`config.mk`:
```
export PLATFORM = sky130hd
export DESIGN_NAME = multilevel_queue_slot_scheduler_unit
export DESIGN_NICKNAME = d
export VERILOG_FILES = /design/src/hdl/mlqs_pkg.sv /design/src/hdl/mlqs_lvl_ram.sv /design/src/hdl/mlqs_id_ram.sv /design/src/hdl/multilevel_queue_slot_scheduler_unit.sv
export VERILOG_INCLUDE_DIRS = /design/src /design/src/hdl
export SDC_FILE = /design/constraint.sdc
export NUM_CORES = 2
export LEC_CHECK = 0
export BUFFER_PORTS_ARGS = -buffer_cell sky130_fd_sc_hd__buf_2
export CORE_ASPECT_RATIO = 0.7
export CORE_UTILIZATION = 65
export CTS_CLUSTER_DIAMETER = 80
export CTS_CLUSTER_SIZE = 20
export DETAILED_ROUTE_END_ITERATION = 6
export PLACE_DENSITY = 0.81
export SLEW_MARGIN = 20
export SYNTH_ARGS = -nofsm -noshare
export SYNTH_HDL_FRONTEND = slang
export SYNTH_SLANG_ARGS = --single-unit
```
`constraint.sdc`:
```
create_clock -name clk -period 9.87 [get_ports clk]
set_input_delay 0.4935 -clock clk [delete_from_list [all_inputs] [get_ports clk]]
set_output_delay 0.4935 -clock clk [all_outputs]
set_load 0.1 [all_outputs]
```
`src/hdl/multilevel_queue_slot_scheduler_unit_defines.svh`:
```
// Assertion macros shared by the scheduler RTL.
`ifndef MULTILEVEL_QUEUE_SLOT_SCHEDULER_UNIT_DEFINES_SVH
`define MULTILEVEL_QUEUE_SLOT_SCHEDULER_UNIT_DEFINES_SVH

// Same-cycle implication, sampled on clk, off while rst_n is low.
`define MLQS_ASSERT_NOW(label, ante, cons) \
    label: assert property (@(posedge clk) disable iff (!rst_n) (ante) |-> (cons)) \
        else $error("same-cycle check failed");

// Next-cycle implication, sampled on clk, off while rst_n is low.
`define MLQS_ASSERT_NEXT(label, ante, cons) \
    label: assert property (@(posedge clk) disable iff (!rst_n) (ante) |=> (cons)) \
        else $error("next-cycle check failed");

`endif

```
`src/hdl/mlqs_pkg.sv`:
```
// Shared constants for the multilevel queue slot scheduler.
package mlqs_pkg;

    // default configuration
    localparam int DEF_NUM_LEVELS  = 16;
    localparam int DEF_QUEUE_DEPTH = 16;
    localparam int DEF_ID_BITS     = 8;

    // fixed port widths
    localparam int ID_W     = 8;
    localparam int PRIO_W   = 4;
    localparam int STATUS_W = 2;

    // request codes
    localparam logic REQ_ADD = 1'b0;
    localparam logic REQ_GET = 1'b1;

    // status codes
    localparam logic [STATUS_W-1:0] ST_OK    = 2'd0;
    localparam logic [STATUS_W-1:0] ST_FULL  = 2'd1;
    localparam logic [STATUS_W-1:0] ST_EMPTY = 2'd2;

endpackage

```
`src/hdl/mlqs_lvl_ram.sv`:
```
// Per-level pointer/count record memory; unwritten entries read as zero.
module mlqs_lvl_ram #(
    parameter int DEPTH = mlqs_pkg::DEF_NUM_LEVELS,
    parameter int WIDTH = 8,
    localparam int AW = $clog2(DEPTH)
) (
    input  logic             clk,
    input  logic             rst_n,
    input  logic             we,
    input  logic [AW-1:0]    waddr,
    input  logic [WIDTH-1:0] wdata,
    input  logic             re,
    input  logic [AW-1:0]    raddr,
    output logic [WIDTH-1:0] rdata
);
    import mlqs_pkg::*;

    logic [WIDTH-1:0] mem [DEPTH];
    logic [DEPTH-1:0] valid_reg;
    logic [WIDTH-1:0] rdata_reg;

    // valid bits stand in for the all-zero reset of the records
    always_ff @(posedge clk or negedge rst_n)
    begin
        if (!rst_n)
        begin
            valid_reg <= '0;
        end
        else if (we)
        begin
            valid_reg[waddr] <= 1'b1;
        end
    end

    always_ff @(posedge clk)
    begin
        if (we)
        begin
            mem[waddr] <= wdata;
        end
        if (re)
        begin
            rdata_reg <= valid_reg[raddr] ? mem[raddr] : '0;
        end
    end

    assign rdata = rdata_reg;

endmodule

```
`src/hdl/mlqs_id_ram.sv`:
```
// Process id store, one region of QUEUE_DEPTH entries per level.
module mlqs_id_ram #(
    parameter int DEPTH = mlqs_pkg::DEF_NUM_LEVELS * mlqs_pkg::DEF_QUEUE_DEPTH,
    parameter int WIDTH = mlqs_pkg::DEF_ID_BITS,
    localparam int AW = $clog2(DEPTH)
) (
    input  logic             clk,
    input  logic             we,
    input  logic [AW-1:0]    waddr,
    input  logic [WIDTH-1:0] wdata,
    input  logic             re,
    input  logic [AW-1:0]    raddr,
    output logic [WIDTH-1:0] rdata
);
    import mlqs_pkg::*;

    logic [WIDTH-1:0] mem [DEPTH];
    logic [WIDTH-1:0] rdata_reg;

    always_ff @(posedge clk)
    begin
        if (we)
        begin
            mem[waddr] <= wdata;
        end
        if (re)
        begin
            rdata_reg <= mem[raddr];
        end
    end

    assign rdata = rdata_reg;

endmodule

```
`src/hdl/multilevel_queue_slot_scheduler_unit.sv`:
```
// Top level of the multilevel queue slot scheduler: sequencer, level scan, result register.
//
// Channel   Direction  Handshake                 Payload
// command   in         start & !busy accepts     req_type, proc_id, priority_req
// result    out        done, one cycle, no stall granted_id, granted, status
//
// Add: busy for one cycle, result after the S_ADD state and the done register; a level out of
//   range answers in the cycle after the accept with no busy time.
// Get: through S_POP and S_GRANT to the result when the current level still has budget
//   and ids; otherwise the scan unit walks one level per cycle from the start level
//   before the pop. The scan walk sets the worst case.
// Record and id memories have registered reads, so every pop reads the record
//   first, then the id.
// Reset (rst_n, async low) clears all levels and the scan state; the id store
//   needs no clearing pass. done is a one-cycle strobe; the receiver cannot stall.
`include "multilevel_queue_slot_scheduler_unit_defines.svh"

module multilevel_queue_slot_scheduler_unit #(
    parameter int NUM_LEVELS  = mlqs_pkg::DEF_NUM_LEVELS,
    parameter int QUEUE_DEPTH = mlqs_pkg::DEF_QUEUE_DEPTH,
    parameter int ID_BITS     = mlqs_pkg::DEF_ID_BITS
) (
    input  logic                          clk,
    input  logic                          rst_n,
    input  logic                          start,
    output logic                          busy,
    input  logic                          req_type,
    input  logic [mlqs_pkg::ID_W-1:0]     proc_id,
    input  logic [mlqs_pkg::PRIO_W-1:0]   priority_req,
    output logic                          done,
    output logic [mlqs_pkg::ID_W-1:0]     granted_id,
    output logic                          granted,
    output logic [mlqs_pkg::STATUS_W-1:0] status
);
    import mlqs_pkg::*;

    localparam int LVL_W  = $clog2(NUM_LEVELS);
    localparam int PTR_W  = $clog2(QUEUE_DEPTH);
    localparam int CNT_W  = $clog2(QUEUE_DEPTH + 1);
    localparam int SLOT_W = $clog2(NUM_LEVELS + 1);
    localparam int ID_AW  = $clog2(NUM_LEVELS * QUEUE_DEPTH);
    localparam int REC_W  = 2 * PTR_W + CNT_W;

    typedef struct packed {
        logic [PTR_W-1:0] head;
        logic [PTR_W-1:0] tail;
        logic [CNT_W-1:0] count;
    } lvl_rec_t;

    typedef enum logic [4:0] {
        S_IDLE  = 5'b00001,
        S_ADD   = 5'b00010,
        S_SCAN  = 5'b00100,
        S_POP   = 5'b01000,
        S_GRANT = 5'b10000
    } state_t;

    function automatic logic [LVL_W-1:0] lvl_inc(input logic [LVL_W-1:0] v);
        logic [LVL_W-1:0] r;
        r = (v == LVL_W'(NUM_LEVELS - 1)) ? '0 : v + 1'b1;
        return r;
    endfunction

    function automatic logic [PTR_W-1:0] ptr_inc(input logic [PTR_W-1:0] v);
        logic [PTR_W-1:0] r;
        r = (v == PTR_W'(QUEUE_DEPTH - 1)) ? '0 : v + 1'b1;
        return r;
    endfunction

    // control state
    state_t                  state_reg, state_next;
    logic [LVL_W-1:0]        current_level_reg, current_level_next;
    logic [SLOT_W-1:0]       slots_used_reg, slots_used_next;
    logic                    level_active_reg, level_active_next;
    logic [NUM_LEVELS-1:0]   nonempty_reg, nonempty_next;
    logic [LVL_W-1:0]        scan_reg, scan_next;
    logic [LVL_W-1:0]        scan_start_reg, scan_start_next;
    logic [LVL_W-1:0]        scan_cnt_reg, scan_cnt_next;
    logic                    done_reg, done_next;

    // payload
    logic [LVL_W-1:0]        lvl_reg, lvl_next;
    logic [ID_AW-1:0]        base_reg, base_next;
    logic [ID_BITS-1:0]      id_reg, id_next;
    logic [ID_W-1:0]         granted_id_reg, granted_id_next;
    logic                    granted_reg, granted_next;
    logic [STATUS_W-1:0]     status_reg, status_next;

    // memory ports
    logic                    lvl_issue;
    logic [LVL_W-1:0]        lvl_sel;
    logic                    lvl_we;
    lvl_rec_t                lvl_wdata;
    lvl_rec_t                lvl_rdata;
    logic                    id_we;
    logic [ID_AW-1:0]        id_waddr;
    logic                    id_re;
    logic [ID_AW-1:0]        id_raddr;
    logic [ID_BITS-1:0]      id_rdata;

    logic                    budget_ok;

    mlqs_lvl_ram #(
        .DEPTH (NUM_LEVELS),
        .WIDTH (REC_W)
    ) u_lvl_ram (
        .clk   (clk),
        .rst_n (rst_n),
        .we    (lvl_we),
        .waddr (lvl_reg),
        .wdata (lvl_wdata),
        .re    (lvl_issue),
        .raddr (lvl_sel),
        .rdata (lvl_rdata)
    );

    mlqs_id_ram #(
        .DEPTH (NUM_LEVELS * QUEUE_DEPTH),
        .WIDTH (ID_BITS)
    ) u_id_ram (
        .clk   (clk),
        .we    (id_we),
        .waddr (id_waddr),
        .wdata (id_reg),
        .re    (id_re),
        .raddr (id_raddr),
        .rdata (id_rdata)
    );

    // current level may keep serving while picks stay under NUM_LEVELS - level
    assign budget_ok = (32'(slots_used_reg) + 32'(current_level_reg)) < 32'(NUM_LEVELS);

    // region base of the level whose record is being fetched
    assign base_next = ID_AW'(32'(lvl_sel) * QUEUE_DEPTH);

    always_comb
    begin
        state_next         = state_reg;
        current_level_next = current_level_reg;
        slots_used_next    = slots_used_reg;
        level_active_next  = level_active_reg;
        nonempty_next      = nonempty_reg;
        scan_next          = scan_reg;
        scan_start_next    = scan_start_reg;
        scan_cnt_next      = scan_cnt_reg;
        done_next          = 1'b0;
        id_next            = id_reg;
        granted_id_next    = granted_id_reg;
        granted_next       = granted_reg;
        status_next        = status_reg;
        lvl_issue          = 1'b0;
        lvl_sel            = current_level_reg;
        lvl_we             = 1'b0;
        lvl_wdata          = lvl_rdata;
        id_we              = 1'b0;
        id_waddr           = base_reg + ID_AW'(lvl_rdata.tail);
        id_re              = 1'b0;
        id_raddr           = base_reg + ID_AW'(lvl_rdata.head);

        case (state_reg)
            S_IDLE:
            begin
                if (start)
                begin
                    if (req_type == REQ_ADD)
                    begin
                        if (32'(priority_req) >= 32'(NUM_LEVELS))
                        begin
                            // level out of range: reject, nothing changes
                            done_next       = 1'b1;
                            granted_id_next = '0;
                            granted_next    = 1'b0;
                            status_next     = ST_FULL;
                        end
                        else
                        begin
                            lvl_sel    = LVL_W'(priority_req);
                            lvl_issue  = 1'b1;
                            id_next    = ID_BITS'(proc_id);
                            state_next = S_ADD;
                        end
                    end
                    else if (level_active_reg && budget_ok
                             && nonempty_reg[current_level_reg])
                    begin
                        slots_used_next = slots_used_reg + 1'b1;
                        lvl_sel         = current_level_reg;
                        lvl_issue       = 1'b1;
                        state_next      = S_POP;
                    end
                    else
                    begin
                        // first get after reset or an empty answer scans from the level itself
                        scan_next       = level_active_reg ? lvl_inc(current_level_reg)
                                                           : current_level_reg;
                        scan_start_next = scan_next;
                        scan_cnt_next   = '0;
                        state_next      = S_SCAN;
                    end
                end
            end

            S_ADD:
            begin
                done_next       = 1'b1;
                granted_id_next = '0;
                granted_next    = 1'b0;
                state_next      = S_IDLE;
                if (32'(lvl_rdata.count) >= 32'(QUEUE_DEPTH))
                begin
                    status_next = ST_FULL;
                end
                else
                begin
                    status_next            = ST_OK;
                    id_we                  = 1'b1;
                    lvl_we                 = 1'b1;
                    lvl_wdata.tail         = ptr_inc(lvl_rdata.tail);
                    lvl_wdata.count        = lvl_rdata.count + 1'b1;
                    nonempty_next[lvl_reg] = 1'b1;
                end
            end

            S_SCAN:
            begin
                if (nonempty_reg[scan_reg])
                begin
                    current_level_next = scan_reg;
                    slots_used_next    = SLOT_W'(1);
                    level_active_next  = 1'b1;
                    lvl_sel            = scan_reg;
                    lvl_issue          = 1'b1;
                    state_next         = S_POP;
                end
                else if (scan_cnt_reg == LVL_W'(NUM_LEVELS - 1))
                begin
                    // every level empty
                    current_level_next = scan_start_reg;
                    slots_used_next    = '0;
                    level_active_next  = 1'b0;
                    done_next          = 1'b1;
                    granted_id_next    = '0;
                    granted_next       = 1'b0;
                    status_next        = ST_EMPTY;
                    state_next         = S_IDLE;
                end
                else
                begin
                    scan_next     = lvl_inc(scan_reg);
                    scan_cnt_next = scan_cnt_reg + 1'b1;
                end
            end

            S_POP:
            begin
                id_re           = 1'b1;
                lvl_we          = 1'b1;
                lvl_wdata.head  = ptr_inc(lvl_rdata.head);
                lvl_wdata.count = lvl_rdata.count - 1'b1;
                if (lvl_rdata.count == CNT_W'(1))
                begin
                    nonempty_next[lvl_reg] = 1'b0;
                end
                state_next = S_GRANT;
            end

            S_GRANT:
            begin
                done_next       = 1'b1;
                granted_id_next = ID_W'(id_rdata);
                granted_next    = 1'b1;
                status_next     = ST_OK;
                state_next      = S_IDLE;
            end

            default:
            begin
                state_next = S_IDLE;
            end
        endcase
    end

    assign lvl_next = lvl_issue ? lvl_sel : lvl_reg;

    always_ff @(posedge clk or negedge rst_n)
    begin
        if (!rst_n)
        begin
            state_reg         <= S_IDLE;
            current_level_reg <= '0;
            slots_used_reg    <= '0;
            level_active_reg  <= 1'b0;
            nonempty_reg      <= '0;
            scan_reg          <= '0;
            scan_start_reg    <= '0;
            scan_cnt_reg      <= '0;
            done_reg          <= 1'b0;
        end
        else
        begin
            state_reg         <= state_next;
            current_level_reg <= current_level_next;
            slots_used_reg    <= slots_used_next;
            level_active_reg  <= level_active_next;
            nonempty_reg      <= nonempty_next;
            scan_reg          <= scan_next;
            scan_start_reg    <= scan_start_next;
            scan_cnt_reg      <= scan_cnt_next;
            done_reg          <= done_next;
        end
    end

    always_ff @(posedge clk)
    begin
        lvl_reg        <= lvl_next;
        if (lvl_issue)
        begin
            base_reg <= base_next;
        end
        id_reg         <= id_next;
        granted_id_reg <= granted_id_next;
        granted_reg    <= granted_next;
        status_reg     <= status_next;
    end

    assign busy       = (state_reg != S_IDLE);
    assign done       = done_reg;
    assign granted_id = granted_id_reg;
    assign granted    = granted_reg;
    assign status     = status_reg;

    // a result beat only appears once the sequencer is back in idle
    `MLQS_ASSERT_NOW(a_done_when_idle, done_reg, state_reg == S_IDLE)
    // a pop is always followed by the grant state next cycle, with the block still busy
    `MLQS_ASSERT_NEXT(a_pop_then_grant, state_reg == S_POP, state_reg == S_GRANT && busy)
    // a grant always carries ok status
    `MLQS_ASSERT_NOW(a_grant_ok, done_reg && granted_reg, status_reg == ST_OK)
    // serving level never exceeds its budget
    `MLQS_ASSERT_NOW(a_budget,
        level_active_reg,
        (32'(slots_used_reg) + 32'(current_level_reg)) <= 32'(NUM_LEVELS))

endmodule

```
# Word-level counts from Yosys, hierarchy flattened
# Memories as Yosys holds them, arrays and structs flattened. A register that Yosys moved wholly into a read port is not among the register bits.
# Cells that the tools add are included.
# classes
n_addsub	11
n_lt_le_gt_ge	7
n_eq_ne	22
muxes	77
bitwise	6
reduce_logical	17
# ops
operator	n
$mux W4	24
$mux W5	8
$mux W16	2
$or A16 B16 Y16	2
$pmux W16 S2	1
$pmux W4 S2	3
$pmux W8 S3	1
$mux W1	21
$add A4 B1 Y4 const B	5
$eq A4 B4 Y1 const B	5
$lt A4 B5 Y1 const B	4
$pmux W5 S2	2
$ne A2 B2 Y1 const B	9
$add A8 B4 Y8	2
$and A16 B16 Y16	1
$mux W8	2
$not A16 Y16	1
$pmux W5 S3	1
$bmux W1 S4	3
$add A5 B1 Y5 const B	2
$eq A5 B1 Y1 const B	2
$mux W9	1
$reduce_and A3 Y1	3
$add A5 B4 Y6	1
25 further kinds	34
# word_totals
ff_bits	83
mem_bits_rw	2256
in_bits	16
out_inout_bits	13
elab_cells	157
mem_count	2
# memory_table
memory	depth	word_bits	rd	rd_ports_with_merged_regs	wr	line	text
u_id_ram.mem	256	8	1	1	1	mlqs_id_ram.sv:17	logic [WIDTH-1:0] mem [DEPTH];
u_lvl_ram.mem	16	13	1	1	1	mlqs_lvl_ram.sv:18	logic [WIDTH-1:0] mem [DEPTH];

# Logic depth before layout (Yosys ltp)
# depth
depth_word	8
ltp_mapped	12
depth_no_buf	10

# Cells and area by module
# From an unflattened synthesis, not the netlist that was laid out.
# unflattened
hier_cells	4479
hier_area_um2	92437.4
# by_module_without_submodules
module	instances	cells_each	area_per_inst_um2
mlqs_id_ram	1	3733	79636.4
mlqs_lvl_ram	1	395	8923.6
multilevel_queue_slot_scheduler_unit	1	351	3877.5

# Worst setup path before layout
# Ideal clock, no wire load.
# synth_path
kind	reg2reg
startpoint	register id_reg[0]
endpoint	memory u_id_ram.mem[0][0] (data pin)
arrival_time_ps	3228
required_ps	9053
slack_ps	5824
stages_incl_launch_ff	1
n_path_buf	0
cell_sequence	edfxtp_1
# synth_rtl
item	line	text
start, declared	multilevel_queue_slot_scheduler_unit.sv:84	logic [ID_BITS-1:0] id_reg, id_next;
start signal, assigned	multilevel_queue_slot_scheduler_unit.sv:320	id_reg <= id_next;
end, declared	mlqs_id_ram.sv:17	
# No word-level cell before the write port.

# Final worst setup path
# layout_path
startpoint	register scan_reg[0]
endpoint	register u_lvl_ram.rdata_reg[11], in the netlist u_lvl_ram.rdata[11], read port of u_lvl_ram.mem (data pin)
# layout_between
elab_chain_len	7
# layout_lines
item	line	text
start, declared	multilevel_queue_slot_scheduler_unit.sv:76	logic [LVL_W-1:0] scan_reg, scan_next;
start signal, assigned	multilevel_queue_slot_scheduler_unit.sv:306	scan_reg <= scan_next;
$bmux W1 S4	multilevel_queue_slot_scheduler_unit.sv:226	if (nonempty_reg[scan_reg])
$mux W1 (implied by the code)	multilevel_queue_slot_scheduler_unit.sv:226	
$mux W4	multilevel_queue_slot_scheduler_unit.sv:226	
$pmux W4 S2	multilevel_queue_slot_scheduler_unit.sv:160	case (state_reg)
$bmux W1 S4	mlqs_lvl_ram.sv:43	rdata_reg <= valid_reg[raddr] ? mem[raddr] : '0;
$mux W1 (implied by the code)	mlqs_lvl_ram.sv:43	
$logic_not A1 Y1 (no source line)	--	
end, declared	mlqs_lvl_ram.sv:20	logic [WIDTH-1:0] rdata_reg;
# Parallel ways exist; a longest one is shown, timed or not. The select of a mux whose other input is x is not followed.
# A chain may end at the register's enable or synchronous reset.

==> impl_metrics.csv <==
group,metric,value,unit
routing,drt_wl_total,225000,µm
final_layout,ff_latch_area,70600,µm²
outcome,violations,"DRC",
cts,cts_sinks,2360,
routing,dr.first_iter.drc_count,7809,
synthesis,synth_area,92000,µm²
floorplan,initial_utilization,65.5,%
hold_path,hold_class,"primary input to register",
synthesis,synth-edff-count,2300,
timing,finalCritPeriodShare,53.8,%
power_and_ir_drop,p_per_area,192,nW/µm²
floorplan,core.rowCount,115,
worst_setup_path,criticalPathCategory,"register to register",
synthesis,yosysWarnings,0,
synthesis,synth_cell_types,66,
floorplan,die_area,143000,µm²
timing,rsz0062_at_grt,"false",
timing,min_period,5.31,ns
worst_setup_path,cp_max_fo,57,
outcome,status,"finished with violations",
global_route,grt.total_usage,32.0,%
floorplan,die_x,452,µm
global_route,overflow,0,
timing,fmax,188,MHz
synthesis,synth_ff_type,"edfxtp_1",
final_layout,drive_above_1_share,23.3,%
placed_design,hpwl,131000,µm
floorplan,boundaryPins,29,
routing,antenna_left,0,
timing,fin_skew,0.0399,ns
final_layout,multi_input_comb_area,20300,µm²
cts,root_buffer,"clkbuf_16",
timing,drv_slew,0,
timing,setup_viol,0,
floorplan,fp.dieH,317,µm
final_layout,final_nets,4284,
global_route,grt_max_degree,184,
routing,wire_per_inst,36.5,µm
timing,relSlewSlack,19.9,%
worst_setup_path,endpoint_kind,"register",
power_and_ir_drop,power,0.0189,W
cts,clk_pin_slew,0.09,ns
synthesis,async_flop_share,2.54,%
job,maxCapViolCount,0,
global_route,grt_pass1_vias,44500,
power_and_ir_drop,vdd_drop_max,0.000209,V
cts,htreeDepth,4,
final_layout,n_fill_cell,7945,
worst_setup_path,required,10.41,ns
worst_setup_path,arrival,5.85,ns
synthesis,syn_avg_cell_area,21.8,µm²
routing,vias_per_cell,7.34,
synthesis,synth-seq-area-share,76.7,%
worst_setup_path,start_kind,"register",
routing,via_count,45300,
global_route,grt_pass1_wl,321000,µm
cts,cts_buffer_depth,3,
synthesis,ys_ff_latch,2360,
timing,timing.final.hold_violations,0,
timing,tightest_slew,1.20,ns
timing,setup-tns-final,0,ns
global_route,grt_antenna_before_repair,9,
cts,cts_tree,"yes",
routing,route.detailed.drc,29,
cts,clock_latency,0.81,ns
routing,first_pass_iters,7,
synthesis,syn_inst,4214,
cts,cts_buffers,136,
floorplan,core_area,140000,µm²
power_and_ir_drop,p_leak,30.7,nW
placed_design,numPortBuffers,28,
placed_design,globalplace.congestion,0.871,
final_layout,largest_reg_flops,2048,
synthesis,synth_nets,4245,
final_layout,syn_to_final_growth,6.84,%
Yosys cell counts (all sizes together) (2+ instances only):
cell type / n / share of area, %
o211ai: 7 / 0.057
mux4: 654 / 16
nand2b: 4 / 0.027
nand3: 36 / 0.20
a32o: 3 / 0.033
o21ai: 31 / 0.17
nor3: 11 / 0.060
a21o: 4 / 0.033
o31ai: 2 / 0.016
mux2: 11 / 0.13
nand4: 8 / 0.054
xnor2: 5 / 0.048
a221oi: 4 / 0.038
nor2: 344 / 1.4
or2: 17 / 0.12
nor3b: 2 / 0.016
nor2b: 15 / 0.10
a22o: 2 / 0.019
xor2: 3 / 0.029
a311oi: 3 / 0.048
a211o: 3 / 0.029
and2: 15 / 0.10
a32oi: 12 / 0.11
o22ai: 60 / 0.42
a21oi: 41 / 0.22
clkbuf: 146 / 0.60
edfxtp: 2300 / 75
a221o: 4 / 0.044
or3: 2 / 0.014
dfrtp: 59 / 1.6
buf: 96 / 0.52
o211a: 2 / 0.030
o311ai: 2 / 0.019
or4: 2 / 0.016
a31oi: 4 / 0.027
mux2i: 137 / 1.5
ha: 15 / 0.20
inv: 25 / 0.10
and3: 3 / 0.020
nand3b: 4 / 0.033
nor4: 16 / 0.13
nand2: 81 / 0.33
a2bb2oi: 2 / 0.033
a22oi: 7 / 0.072
logic make-up after synthesis:
family                     synth area share [%]
DFF                                        76.7
muxes                                      17.6
and+or+nand+nor                            2.66
buffers and inverters                      1.22
AOI/OAI and AO/OA                          1.49
adders and majority gates                 0.204
xor gates and xnor gates                 0.0762
per-layer routing:
metal	track usage (%)	part of all wire, %	wire (µm)
met5	0	0.028	64
met4	9.57	3.1	6950
met3	10.2	14	31600
met2	48.4	47	105000
met1	45.8	36	81100
critical path: stages, from the launching register on:
cell and delay (ns):
dfrtp_1 0.74, mux4_2 0.59, a2bb2oi_2 0.19, a22o_1 0.35
a311oi_4 0.30, buf_4 0.77, buf_4 0.88, mux2i_1 0.38
o22ai_4 0.11, nor4_4 0.28, buf_4 0.31, nor2_2 0.07
cell type report:
class | instances | share of cell area [%]
multi-input combinational | 1587 | 20.7
clock buffer | 166 | 3.69
timing repair buffer | 143 | 1.20
tap | 1872 | 2.38
antenna | 4 | 0.0102
clock inverter | 12 | 0.122
sequential | 2360 | 71.8
inverter | 25 | 0.0955
through the flow:
step           hold slack [ns]  instances  utilization [%]  setup WS, ns  cell area (µm²)
6_report                 0.185       6169             70.0          4.56            98300
3_3_place_gp             0.456       5975             67.2          4.69            94400
5_1_grt                  0.198       6165             70.0          4.28            98300
3_5_place_dp             0.456       5976             67.2          4.55            94400
4_1_cts                  0.140       6163             69.9          4.55            98200
2_1_floorplan            0.198       4214                -          5.82            92000
worst paths after layout:
kind | from | endpoint | slack [ns] | depth (start not counted)
max in group asynchronous | rst_n | asynchronous set/reset pin | 8.89 | 3
hold reg to reg | u_lvl_ram.valid_reg[13] | u_lvl_ram.valid_reg[13] | 0.48 | 1
hold / removal | req_type | state_reg[1] | 0.19 | 4
setup / recovery | scan_reg[0] | u_lvl_ram.rdata[11] | 4.56 | 11
setup reg to reg | scan_reg[0] | u_lvl_ram.rdata[11] | 4.56 | 11
min in group asynchronous | rst_n | done | 0.41 | 3
layout by cell type (no fill, tap or decap), types with 6 or more instances in the layout:
cell type / synthesis / final
dfrtp_1: 59 / 59
o21ai_0: 30 / 30
or2_2: 17 / 17
mux2_2: 11 / 11
mux4_2: 654 / 654
o22ai_1: 59 / 58
a32oi_1: 12 / 12
clkbuf_1: 146 / 25
mux2i_1: 137 / 137
inv_6: 0 / 7
nand2_1: 81 / 81
a22oi_1: 6 / 6
buf_12: 0 / 11
inv_1: 24 / 23
a21oi_1: 41 / 40
nor2b_1: 15 / 14
o211ai_1: 7 / 7
dlygate4sd3_1: 0 / 9
nor3_1: 11 / 11
buf_2: 56 / 29
nand4_1: 8 / 8
nor4_1: 15 / 15
clkbuf_16: 0 / 141
buf_4: 6 / 91
edfxtp_1: 2300 / 2300
nor2_1: 334 / 331
nand3_1: 36 / 34
nor2_2: 10 / 13
ha_1: 15 / 15
and2_1: 14 / 14
report_power, final:
part,internal [W],total [W],switching [W]
combinational,0.000726,0.00195,0.00123
sequential,0.0111,0.0112,0.0000660
clock,0.00260,0.00573,0.00313
timing repair:
action / 4_1_cts / 5_1_grt
resized for setup: 0 / 0
hold buffers: 9 / 0
setup buffers: 0 / 0
hold endpoints to repair: 67 / 0
Note: power is estimated with default switching activity, not from simulation.
